[src/rtl/mts_pkg.sv]
// Package with the constants, codes and payload types of the transition sampler.
`timescale 1ns / 1ps
`default_nettype none
package mts_pkg;

    localparam int MAX_STATES     = 64;
    localparam int COUNT_BITS     = 16;
    localparam int RANDOM_BITS    = 16;
    localparam int STATE_BITS     = $clog2(MAX_STATES);
    localparam int ACTIVE_BITS    = 7;
    localparam int PAIR_DEPTH     = MAX_STATES * MAX_STATES;
    localparam int PAIR_ADDR_BITS = 2 * STATE_BITS;
    localparam int TOTAL_BITS     = COUNT_BITS + STATE_BITS;
    localparam int PROD_BITS      = TOTAL_BITS + RANDOM_BITS;
    localparam int FROM_BITS      = 6;
    localparam int RVAL_BITS      = 16;
    localparam int APB_DATA_BITS  = 32;
    localparam int APB_ADDR_BITS  = 3;

    localparam logic [COUNT_BITS-1:0]  CNT_MAX = {COUNT_BITS{1'b1}};
    localparam logic [ACTIVE_BITS-1:0] ACTIVE_RESET = 7'd64;

    // Register index taken from paddr[2].
    localparam logic REG_ACTIVE_STATES = 1'b0;

    localparam logic FUNC_RECORD = 1'b0;
    localparam logic FUNC_SAMPLE = 1'b1;

    localparam logic [1:0] STATUS_OK    = 2'd0;
    localparam logic [1:0] STATUS_EMPTY = 2'd1;
    localparam logic [1:0] STATUS_RANGE = 2'd2;

    typedef struct packed {
        logic                 func;
        logic [FROM_BITS-1:0] from_state;
        logic [FROM_BITS-1:0] to_state;
        logic [RVAL_BITS-1:0] random_value;
    } t_cmd;

    typedef struct packed {
        logic [FROM_BITS-1:0] next_state;
        logic [1:0]           status;
    } t_result;

endpackage
`default_nettype wire

[src/rtl/mts_ctrl.sv]
// Sequencer that clears, updates and walks the count and row-total memories.
`timescale 1ns / 1ps
`default_nettype none
module mts_ctrl (
    input  wire logic                                 i_clk,
    input  wire logic                                 i_rst_n,
    input  wire logic                                 i_start,
    input  wire mts_pkg::t_cmd                        i_cmd,
    input  wire logic [mts_pkg::ACTIVE_BITS-1:0]      i_active_states,
    output logic                                      o_busy,
    output logic                                      o_valid,
    output mts_pkg::t_result                          o_result,
    output logic                                      o_pair_we,
    output logic      [mts_pkg::PAIR_ADDR_BITS-1:0]   o_pair_waddr,
    output logic      [mts_pkg::COUNT_BITS-1:0]       o_pair_wdata,
    output logic      [mts_pkg::PAIR_ADDR_BITS-1:0]   o_pair_raddr,
    input  wire logic [mts_pkg::COUNT_BITS-1:0]       i_pair_rdata,
    output logic                                      o_row_we,
    output logic      [mts_pkg::STATE_BITS-1:0]       o_row_waddr,
    output logic      [mts_pkg::TOTAL_BITS-1:0]       o_row_wdata,
    output logic      [mts_pkg::STATE_BITS-1:0]       o_row_raddr,
    input  wire logic [mts_pkg::TOTAL_BITS-1:0]       i_row_rdata
);

    typedef enum logic [2:0] {
        S_CLEAR,
        S_IDLE,
        S_REC,
        S_ROW,
        S_WALK
    } t_state;

    t_state r_state, n_state;
    logic [mts_pkg::PAIR_ADDR_BITS-1:0] r_clr_addr, n_clr_addr;
    logic [mts_pkg::STATE_BITS-1:0]     r_from, n_from;
    logic [mts_pkg::STATE_BITS-1:0]     r_to, n_to;
    logic [mts_pkg::RANDOM_BITS-1:0]    r_rnd, n_rnd;
    logic [mts_pkg::STATE_BITS-1:0]     r_j, n_j;
    logic [mts_pkg::TOTAL_BITS-1:0]     r_sum, n_sum;
    logic [mts_pkg::TOTAL_BITS-1:0]     r_target, n_target;
    logic                               r_valid, n_valid;
    mts_pkg::t_result                   r_result, n_result;

    logic [mts_pkg::ACTIVE_BITS-1:0] live;
    logic                            range_err;
    logic [mts_pkg::PROD_BITS-1:0]   prod;
    logic [mts_pkg::TOTAL_BITS-1:0]  sum_next;

    assign live = (i_active_states > mts_pkg::ACTIVE_BITS'(mts_pkg::MAX_STATES))
                ? mts_pkg::ACTIVE_BITS'(mts_pkg::MAX_STATES) : i_active_states;

    assign range_err = ({1'b0, i_cmd.from_state} >= live)
                    || ((i_cmd.func == mts_pkg::FUNC_RECORD) && ({1'b0, i_cmd.to_state} >= live));

    // Scaled draw: floor(random * total / 2^RANDOM_BITS), registered before the walk.
    assign prod = mts_pkg::PROD_BITS'(r_rnd) * mts_pkg::PROD_BITS'(i_row_rdata);

    assign sum_next = r_sum + mts_pkg::TOTAL_BITS'(i_pair_rdata);

    always_comb begin
        n_state    = r_state;
        n_clr_addr = r_clr_addr;
        n_from     = r_from;
        n_to       = r_to;
        n_rnd      = r_rnd;
        n_j        = r_j;
        n_sum      = r_sum;
        n_target   = r_target;
        n_valid    = 1'b0;
        n_result   = r_result;

        o_pair_we    = 1'b0;
        o_pair_waddr = r_clr_addr;
        o_pair_wdata = '0;
        o_row_we     = 1'b0;
        o_row_waddr  = r_clr_addr[mts_pkg::STATE_BITS-1:0];
        o_row_wdata  = '0;
        o_pair_raddr = {r_from, r_j + mts_pkg::STATE_BITS'(1)};
        o_row_raddr  = r_from;

        unique case (r_state)
            S_CLEAR: begin
                o_pair_we  = 1'b1;
                o_row_we   = (r_clr_addr[mts_pkg::PAIR_ADDR_BITS-1:mts_pkg::STATE_BITS] == '0);
                n_clr_addr = r_clr_addr + mts_pkg::PAIR_ADDR_BITS'(1);
                if (r_clr_addr == {mts_pkg::PAIR_ADDR_BITS{1'b1}}) begin
                    n_state = S_IDLE;
                end
            end
            S_IDLE: begin
                o_pair_raddr = {i_cmd.from_state, i_cmd.to_state};
                o_row_raddr  = i_cmd.from_state;
                if (i_start) begin
                    n_from = i_cmd.from_state;
                    n_to   = i_cmd.to_state;
                    n_rnd  = i_cmd.random_value[mts_pkg::RANDOM_BITS-1:0];
                    if (range_err) begin
                        n_valid             = 1'b1;
                        n_result.next_state = '0;
                        n_result.status     = mts_pkg::STATUS_RANGE;
                    end else if (i_cmd.func == mts_pkg::FUNC_RECORD) begin
                        n_state = S_REC;
                    end else begin
                        n_state = S_ROW;
                    end
                end
            end
            S_REC: begin
                // A saturated count leaves both the count and the row total alone.
                o_pair_waddr = {r_from, r_to};
                o_pair_wdata = i_pair_rdata + mts_pkg::COUNT_BITS'(1);
                o_row_waddr  = r_from;
                o_row_wdata  = i_row_rdata + mts_pkg::TOTAL_BITS'(1);
                if (i_pair_rdata != mts_pkg::CNT_MAX) begin
                    o_pair_we = 1'b1;
                    o_row_we  = 1'b1;
                end
                n_valid             = 1'b1;
                n_result.next_state = '0;
                n_result.status     = mts_pkg::STATUS_OK;
                n_state             = S_IDLE;
            end
            S_ROW: begin
                o_pair_raddr = {r_from, mts_pkg::STATE_BITS'(0)};
                n_j          = '0;
                n_sum        = '0;
                if (i_row_rdata == '0) begin
                    n_valid             = 1'b1;
                    n_result.next_state = '0;
                    n_result.status     = mts_pkg::STATUS_EMPTY;
                    n_state             = S_IDLE;
                end else begin
                    n_target = prod[mts_pkg::PROD_BITS-1:mts_pkg::RANDOM_BITS];
                    n_state  = S_WALK;
                end
            end
            S_WALK: begin
                if (sum_next > r_target) begin
                    n_valid             = 1'b1;
                    n_result.next_state = r_j;
                    n_result.status     = mts_pkg::STATUS_OK;
                    n_state             = S_IDLE;
                end else if ({1'b0, r_j} == live - mts_pkg::ACTIVE_BITS'(1)) begin
                    // Remaining mass sits in columns beyond the active states.
                    n_valid             = 1'b1;
                    n_result.next_state = '0;
                    n_result.status     = mts_pkg::STATUS_EMPTY;
                    n_state             = S_IDLE;
                end else begin
                    n_sum = sum_next;
                    n_j   = r_j + mts_pkg::STATE_BITS'(1);
                end
            end
            default: begin
                n_state = S_IDLE;
            end
        endcase
    end

    always_ff @(posedge i_clk) begin
        if (!i_rst_n) begin
            r_state    <= S_CLEAR;
            r_clr_addr <= '0;
            r_valid    <= 1'b0;
        end else begin
            r_state    <= n_state;
            r_clr_addr <= n_clr_addr;
            r_valid    <= n_valid;
        end
        r_from   <= n_from;
        r_to     <= n_to;
        r_rnd    <= n_rnd;
        r_j      <= n_j;
        r_sum    <= n_sum;
        r_target <= n_target;
        r_result <= n_result;
    end

    assign o_busy   = (r_state != S_IDLE);
    assign o_valid  = r_valid;
    assign o_result = r_result;

endmodule
`default_nettype wire

[config.mk]
export PLATFORM = sky130hd
export DESIGN_NAME = mts_ctrl
export DESIGN_NICKNAME = d
export VERILOG_FILES = /design/src/rtl/mts_pkg.sv /design/src/rtl/mts_ctrl.sv
export SDC_FILE = /design/constraint.sdc
export NUM_CORES = 1
export LEC_CHECK = 0
export BUFFER_PORTS_ARGS = -buffer_cell sky130_fd_sc_hd__buf_2
export CORE_MARGIN = 10
export CORE_UTILIZATION = 50
export CTS_CLUSTER_SIZE = 10
export DETAILED_ROUTE_END_ITERATION = 10
export PLACE_DENSITY = 0.69
export SETUP_SLACK_MARGIN = 0.15
export SLEW_MARGIN = 5
export SYNTH_ARGS = -nofsm -noshare
export SYNTH_HDL_FRONTEND = slang
export SYNTH_SLANG_ARGS = --single-unit
[constraint.sdc]
create_clock -name i_clk -period 8.3 [get_ports i_clk]
set_clock_uncertainty 0.1 [all_clocks]
set_input_delay 1.66 -clock i_clk [delete_from_list [all_inputs] [get_ports i_clk]]
set_output_delay 1.66 -clock i_clk [all_outputs]
set_load 0.005 [all_outputs]
* Word level (Yosys, flattened, before mapping)
Index checks and enable logic that the tools add are counted.
Word-level totals: flip-flop bits (word level) 102, input bits 77, output and inout port bits 86, word-level logic and storage cells 88
Operators by class: add/sub/neg operators 6, $mul 1, $lt $le $gt $ge 4, equality and inequality tests 16, mux-type cells 36, bitwise operators 2, reductions and logical operators 12
Operator list (number):
- 2-to-1 mux 22 bit | 3
- case mux 22 bit (2 select lines) | 1
- 2-to-1 mux 8 bit | 5
- multiplier 16 x 22 -> 38 bit | 1
- case mux 8 bit (4 select lines) | 1
- 2-to-1 mux 6 bit | 4
- case mux 12 bit (2 select lines) | 1
- adder 22 x 1 -> 22 bit (second input constant) | 1
- adder 22 x 16 -> 22 bit | 1
- greater-than comparator 22 bit | 1
- logical NOT 22 bit | 1
- 2-to-1 mux 3 bit | 6
- adder 16 x 1 -> 16 bit (second input constant) | 1
- 2-to-1 mux 16 bit | 1
- inequality test 16 bit (second input constant) | 1
- >= comparator 6 x 7 -> 1 bit | 2
- inequality test 2 bit (second input constant) | 7
- adder 12 x 1 -> 12 bit (second input constant) | 1
- equality test 12 bit (second input constant) | 1
- 2-to-1 mux 12 bit | 1
- case mux 3 bit (4 select lines) | 1
- case mux 6 bit (2 select lines) | 1
- equality test 6 x 7 -> 1 bit | 1
- greater-than comparator 7 bit (second input constant) | 1
- other kinds (22) | 32

* Longest topological paths before layout
Gate-level depths: netlist of run 1.
depth after elaboration 8, mapped depth 24, mapped depth without buffers 22

* Worst setup path before layout of run 1
OpenSTA, ideal clock, no wires.
kind input to register, from input i_row_rdata[9] (netlist bit), to register r_target[21] (netlist bit), data pin, setup time 0.268 ns, arrival time 7.006 ns, required time 7.932 ns, path slack 0.926 ns, cell stages on the path 21, buffers on the path 2, cell sequence clkbuf_1 buf_1 nand2_1 fa_1 inv_1 fa_1 fa_1 inv_1 fa_1 fa_1 fa_1 inv_1 ha_1 a21o_1 nand3_1 and4b_1 o211ai_1 nand3_1 nand4b_1 o41ai_1 a211oi_1
Between the ends: word-level cells in the longest chain between the ends 1
Ends and longest elaborated chain:
- start: declaration | RTL line mts_ctrl.sv:22 | input wire logic [mts_pkg::TOTAL_BITS-1:0] i_row_rdata
- multiplier 16 x 22 -> 38 bit | RTL line mts_ctrl.sv:56 | assign prod = mts_pkg::PROD_BITS'(r_rnd) * mts_pkg::PROD_BITS'(i_row_rdata);
- via prod, one bit | RTL line mts_ctrl.sv:46 | logic [mts_pkg::PROD_BITS-1:0] prod;
- end signal: assignment | RTL line mts_ctrl.sv:175 | r_target <= n_target;
- end: declaration | RTL line mts_ctrl.sv:40 | logic [mts_pkg::TOTAL_BITS-1:0] r_target, n_target;
The timed path passes the listed nets, and every way through them passes these cells. A chain may end at the register's enable or synchronous reset.

* Worst setup path after layout of run 1
from input i_row_rdata[11] (netlist bit), to register r_target[21] (netlist bit), data pin
The elaborated chain is that of the path after synthesis.

==> results of run 1 <==
-- worst reg2reg max path, cell delays in order, from the launching register on --
cell and delay (ps):
edfxtp_1 1110, nand2_1 190, fa_1 560, inv_1 50
fa_1 470, fa_1 600, fa_1 440, fa_1 490
inv_1 50, fa_1 470, inv_1 40, ha_1 340
a211oi_1 300, nor2_1 90, nor2_1 140, o211ai_1 270
nand3_1 240, nand4b_1 230, o41ai_1 340, a211oi_1 80
-- routing by layer --
metal,GRT usage,up-vias,share of wire
li1,-,6324,-
met1,0.2764,6806,0.42
met2,0.3640,466,0.48
met3,0.03909,86,0.069
met4,0.08394,0,0.032
met5,0,-,0
-- state kept, by name, indices dropped and copies added, names as in the netlist --
register	cells
r_clr_addr	12
r_j	6
r_from	6
r_state	3
o_result	8
r_to	6
o_valid	1
r_target	22
r_sum	22
r_rnd	16
-- cell usage in the layout (no fill, tap or decap), types with 5 or more instances in the layout --
master / n
buf_4: 9
edfxtp_1: 86
and4_1: 6
dfxtp_1: 16
fa_1: 278
clkbuf_16: 9
and2_1: 189
o21ai_1: 5
a211oi_1: 6
and3_1: 21
buf_2: 162
nand2b_1: 16
nand4_1: 20
o21a_1: 8
xnor2_1: 47
nor3_1: 20
a21o_1: 17
xor2_1: 45
o21ai_0: 24
inv_1: 357
nand3_1: 31
a21oi_1: 58
ha_1: 163
a31oi_1: 9
nor2_1: 68
mux2_2: 11
nor2b_1: 13
nand2_1: 294
or3_1: 8
-- worst max-delay path by stage --
| stage | start | slack [ps] | to |
|---|---|---|---|
| final | i_row_rdata[11] | 830 | r_target[21] |
| after global routing | i_row_rdata[14] | 510 | r_target[21] |
| after CTS | i_row_rdata[14] | 920 | r_target[21] |
| after detailed placement | i_row_rdata[14] | 510 | r_target[21] |
| after global placement | i_row_rdata[11] | 660 | r_target[21] |
| after floorplan | i_row_rdata[9] | 930 | r_target[21] |
-- per-stage QoR --
stage | setup WS, ps | cell area, sq um | hold WS (ps)
floorplan | 925.7 | 17740 | 382.8
global placement | 664.3 | 18850 | 413.7
detailed placement | 509.3 | 18850 | 434.0
CTS | 920.5 | 19170 | 449.2
global route | 513.9 | 19170 | 471.1
finish | 825.7 | 19170 | 441.8
-- power by group through the flow --
stage	sequential (mW)	combinational, mW	clock [mW]
after floorplan	0.703	2.23	0
after global placement	0.702	2.87	0
after detailed placement	0.702	2.93	0
after CTS	0.690	2.96	0.466
after global routing	0.691	3.38	0.486
final	0.690	2.95	0.456
-- cell families after synthesis --
| family | count (synthesis) | share of synthesized area |
|---|---|---|
| and+or+nand+nor | 715 | 0.2023 |
| buffers and inverters | 452 | 0.09590 |
| adders and majority gates | 441 | 0.4286 |
| AOI/OAI and AO/OA | 158 | 0.05613 |
| DFF | 102 | 0.1636 |
| xor gates and xnor gates | 92 | 0.04541 |
| muxes | 13 | 0.008109 |
-- cell type report --
cell class              count  area, sq um
inverters                 358         1344
fillers                  3169        15630
multi-input cells        1419        13160
clock inverters             7        90.09
clock buffers               9        225.2
repair buffers            171        878.3
well taps                 455        569.3
flip-flops and latches    102         2903
diodes                      1        2.502
==> run_results.csv, run 1 <==
group,metric,value,unit
status,status,"finished clean",
timing,fmax,133.8,MHz
logic_synthesis,syn_inst,1973,
route,drc,0,
clock_network,post_cts_buffers,0,
placement,place_hpwl,36650,microns
route,wirelength,46540,microns
floorplanning,initial_core_util,0.5099,
floorplanning,die_h,208.4,microns
timing,tightest_slew,1152,ps
global_routing,grtUsageTotal,0.2184,
route,drt_first_iter_violations,842,
logic_synthesis,yosysTopAreaCellShare,0.3136,
clock_network,ctsHoldBuffers,0,
min_path,hold-path-endpoint,"r_clr_addr[11]",
clock_network,cts_tree,"yes",
logic_synthesis,synth.yosys.warnings,0,
setup_path,cp_num_buf_inv,4,
job,cap_violations,0,
floorplanning,core_area,34800,sq um
setup_path,critical_path.cell_chain,"buf_2, nand2_1, fa_1, inv_1, fa_1, fa_1, inv_1, fa_1, fa_1, fa_1, inv_1, ha_1, a21o_1, nand3_1, and4b_1, o211ai_1, nand3_1, nand4b_1, o41ai_1, a211oi_1",
placement,gp_congestion,0.9033,
setup_path,reg2regPathDepth,19,
logic_synthesis,seq_area_frac_synth,0.1636,
floorplanning,fp.dieArea,43420,sq um
min_path,whs_path_depth,2,
setup_path,r2r-end,"r_target[21]",
cells_and_area,final_cell_count_no_fill,2522,
pwr,p_switching,1.938,mW
setup_path,r2r-start,"r_rnd[8]",
clock_network,clkSinkCount,102,
route,ant_nets,0,
pwr,p_per_area,213.4,nW/um^2
setup_path,r2r_slack,1450,ps
pwr,power_frac_seq,0.169,
logic_synthesis,synth.most_common_cell,"inv_1",
global_routing,overflow,0,
cells_and_area,syn2layout_area_growth,8.045,%
pwr,irDropWorstVdd,0.2698,mV
setup_path,cp.depth,20,
global_routing,antenna_found_initial,1,
logic_synthesis,syn_area,17740,sq um
setup_path,required,8330,ps
floorplanning,die-width,208.4,microns
logic_synthesis,netlist_top_cells_count,"357 x inv_1, 294 x nand2_1, 278 x fa_1",
pwr,switching_share,0.4737,
timing,period_minus_slack,7474,ps
setup_path,critPathMaxStageDelay,590,ps
setup_path,critPathTopFamily,"adder cells",
timing,drv_slew,0,
logic_synthesis,ys.flop_type,"edfxtp_1",
setup_path,crit_path_frequent_cell,"fa_1",
timing,rsz0062_at_grt,"no",
timing,period_share,0.9005,
global_routing,grt_pass1_wl,76530,microns
logic_synthesis,synthDistinctLibCells,63,
logic_synthesis,post-synth-top-area-cell,"fa_1",
route,drt-pass1-iter-count,5,
setup_path,cp-start-kind,"primary input",
timing,finalSetupTns,0,ps
route,wl_per_cell,18.45,microns
global_routing,grt_pass1_vias,14620,
clock_network,root_buffer,"clkbuf_16",
floorplanning,pin_count,163,
min_path,hold_path_class,"reg -> reg",
pwr,p_total,4.092,mW
setup_path,critPathCaptureType,"flop",
route,vias,13680,
min_path,hp-start,"r_clr_addr[11]",
route,viasPerCell,5.425,
pwr,pwr-share-clk,0.111,
logic_synthesis,ys_seq_elements,102,
clock_network,clock_path_buffers,2,
logic_synthesis,synth_edf_count,86,
cells_and_area,drive_gt1_frac,0.1070,
global_routing,grt_start_max_net_pins,50,
logic_synthesis,syn_nets,2491,
pwr,p_int,2.153,mW
placement,io_buffers,162,
clock_network,cts_resized,0,
clock_network,h-tree-depth,3,
clock_network,cts.reportedPaths.clkPinSlew,80,ps
setup_path,critPathMaxFanout,21,
timing,setup_viol_count_final,0,
setup_path,critPathKind,"in -> reg",
placement,dp.cells,2505,
setup_path,arrival,7500,ps
clock_network,cts-buffers-inserted,9,
logic_synthesis,synth.area.top_cells,"fa_1 31%, edfxtp_1 15%, ha_1 11%",
cells_and_area,finish.utilization,0.5509,
floorplanning,core.rowCount,68,
clock_network,insertion_delay,380,ps
logic_synthesis,async_reset_ff_frac,0,
cells_and_area,nets,2579,
timing,slew_headroom,0.2300,
logic_synthesis,syn_area_per_cell,8.994,sq um
timing,finalHoldViolations,0,
pwr,p_leak,9.586,nW
pwr,p_comb_frac,0.720,
setup_path,cp_slowest_cell,"fa_1",
Power figures use the tool's default switching activity.
==> run 2, diff against run 1 <==
--- a/config.mk
+++ b/config.mk
@@ -6,7 +6,7 @@
 export NUM_CORES = 1
 export LEC_CHECK = 0
 export BUFFER_PORTS_ARGS = -buffer_cell sky130_fd_sc_hd__buf_2
-export CORE_MARGIN = 10
+export CORE_MARGIN = 2
 export CORE_UTILIZATION = 50
 export CTS_CLUSTER_SIZE = 10
 export DETAILED_ROUTE_END_ITERATION = 10
==> run 2 against run 1 <==
  * Hold slack about the same
  * Setup slack better by 79 ps
  * Sequential power about the same
  * Clock power is 1% higher
  * Total power down 0.14%
  * Fmax rose by 1.1%
  * Critical path type unchanged
  * Critical path depth unchanged
  * Non-clock buffer count decreased by 2
  * Global-route usage up 4.5 points
==> run_results.csv, run 2 (synthesis results as in run 1) <==
group,metric,value,unit
cells_and_area,multi_input_area,13160,sq um
setup_path,critPathTopFamily,"adder cells",
setup_path,cp_num_buf_inv,4,
route,highest_layer,"met4",
cells_and_area,nets,2577,
timing,period_minus_slack,7395,ps
cells_and_area,seq_area,2903,sq um
cells_and_area,design_area,19160,sq um
setup_path,critical_path.cell_chain,"buf_2, nand2_1, fa_1, inv_1, fa_1, fa_1, inv_1, fa_1, fa_1, fa_1, inv_1, ha_1, a21o_1, nand3_1, and4b_1, o211ai_1, nand3_1, nand4b_1, o41ai_1, a211oi_1",
clock_network,clock_path_buffers,2,
floorplanning,pin_count,163,
cells_and_area,final_common_cell,"inv_1",
global_routing,overflow,0,
clock_network,cts.reportedPaths.clkPinSlew,90,ps
route,drt-pass1-iter-count,5,
min_path,hold_path_class,"reg -> reg",
global_routing,grt_pass1_vias,14270,
placement,io_buffers,162,
clock_network,cts_tree,"yes",
clock_network,cts-buffers-inserted,9,
placement,place_area,18840,sq um
clock_network,clkSinkCount,102,
global_routing,grt_start_max_net_pins,50,
timing,whs,441.7,ps
pwr,pwr-share-clk,0.113,
setup_path,cp-start-kind,"primary input",
timing,finalHoldViolations,0,
placement,gp_congestion,0.8884,
clock_network,ctsHoldBuffers,0,
pwr,power_frac_seq,0.169,
setup_path,critPathCaptureType,"flop",
timing,finalSetupTns,0,ps
clock_network,root_buffer,"clkbuf_16",
timing,drv_slew,0,
cells_and_area,layout_common_cells,"357 x inv_1, 294 x nand2_1, 278 x fa_1",
route,wirelength,46000,microns
floorplanning,die_h,192.4,microns
route,drt_first_iter_violations,992,
global_routing,antenna_found_initial,1,
floorplanning,fp.dieArea,37010,sq um
setup_path,critPathMaxFanout,20,
floorplanning,initial_core_util,0.5112,
timing,rsz0062_at_grt,"no",
job,cap_violations,0,
pwr,p_int,2.154,mW
timing,period_share,0.8910,
route,ant_nets,0,
route,wl_per_cell,18.25,microns
clock_network,post_cts_buffers,0,
cells_and_area,reg_top3,"r_sum x22, r_target x22, r_rnd x16",
floorplanning,core.rowCount,68,
timing,tightest_slew,1213,ps
timing,slew_headroom,0.1915,
pwr,p_comb_frac,0.718,
setup_path,cp_slowest_cell,"fa_1",
global_routing,grt_pass1_wl,75180,microns
route,viasPerCell,5.465,
route,met1Wirelength,19770,microns
route,drc,0,
route,dr_wl_met3,3132,microns
setup_path,arrival,7430,ps
clock_network,insertion_delay,380,ps
pwr,p_total,4.086,mW
pwr,irDropWorstVdd,0.3214,mV
setup_path,required,8330,ps
route,wl_met2,21770,microns
route,vias,13770,
placement,place_hpwl,35830,microns
pwr,p_per_area,213.3,nW/um^2
pwr,p_switching,1.932,mW
cells_and_area,fillers,3217,
timing,setup_viol_count_final,0,
pwr,p_leak,9.576,nW
global_routing,grtUsageTotal,0.2636,
setup_path,critPathMaxStageDelay,600,ps
clock_network,cts_resized,0,
clock_network,h-tree-depth,3,
status,status,"finished clean",
pwr,switching_share,0.4728,
floorplanning,core_area,34710,sq um
floorplanning,die-width,192.4,microns
timing,fmax,135.2,MHz
cells_and_area,drive_gt1_frac,0.1061,
setup_path,crit_path_frequent_cell,"fa_1",
cells_and_area,syn2layout_area_growth,7.961,%
setup_path,critPathKind,"in -> reg",
==> run 2: cell count changes in the layout (fill, tap and decap cells not counted) <==
cell,delta
buf_4,-2
==> run 2: path summary, 6_finish.rpt <==
kind / from / endpoint / slack [ps] / cells past startpoint
min reg2reg: r_clr_addr[11] / r_clr_addr[11] / 440 / 2
min: r_clr_addr[11] / r_clr_addr[11] / 440 / 2
max: i_row_rdata[12] / r_target[21] / 900 / 20
max reg2reg: r_rnd[8] / r_target[21] / 1430 / 19
==> run 2: per-stage QoR <==
stage               cells    util  worst slack, ps
floorplan            1973       -            925.7
global placement     2503  0.5427            682.5
detailed placement   2503  0.5427            516.4
CTS                  2519  0.5518            914.2
global route         2520  0.5519            581.4
finish               2520  0.5519            904.6
==> run 2: final cells by class <==
type	instances	share of cell area
clock buffer	9	0.01176
inverter	358	0.07015
sequential	102	0.1515
antenna	1	0.0001306
timing repair buffer	169	0.04507
multi-input combinational	1419	0.6870
clock inverter	7	0.004703
tap	455	0.02972
==> run 2: power groups by stage <==
stage                     Sequential, mW  Clock (mW)  Combinational [mW]
after floorplan                    0.703           0                2.23
after global placement             0.702           0                2.86
after detailed placement           0.702           0                2.92
after CTS                          0.690       0.472                2.95
after global routing               0.691       0.485                3.36
final                              0.691       0.462                2.93
==> run 2: worst min-delay path: stages, from the launching register on <==
cell	delay, ps
dfxtp_1	360
o21ai_0	80
a21boi_1	60
==> run 2: layer usage <==
metal	global-route usage	up-vias
met5	0	-
met4	0.08221	0
li1	-	6313
met1	0.3559	6866
met3	0.03983	89
met2	0.4383	503
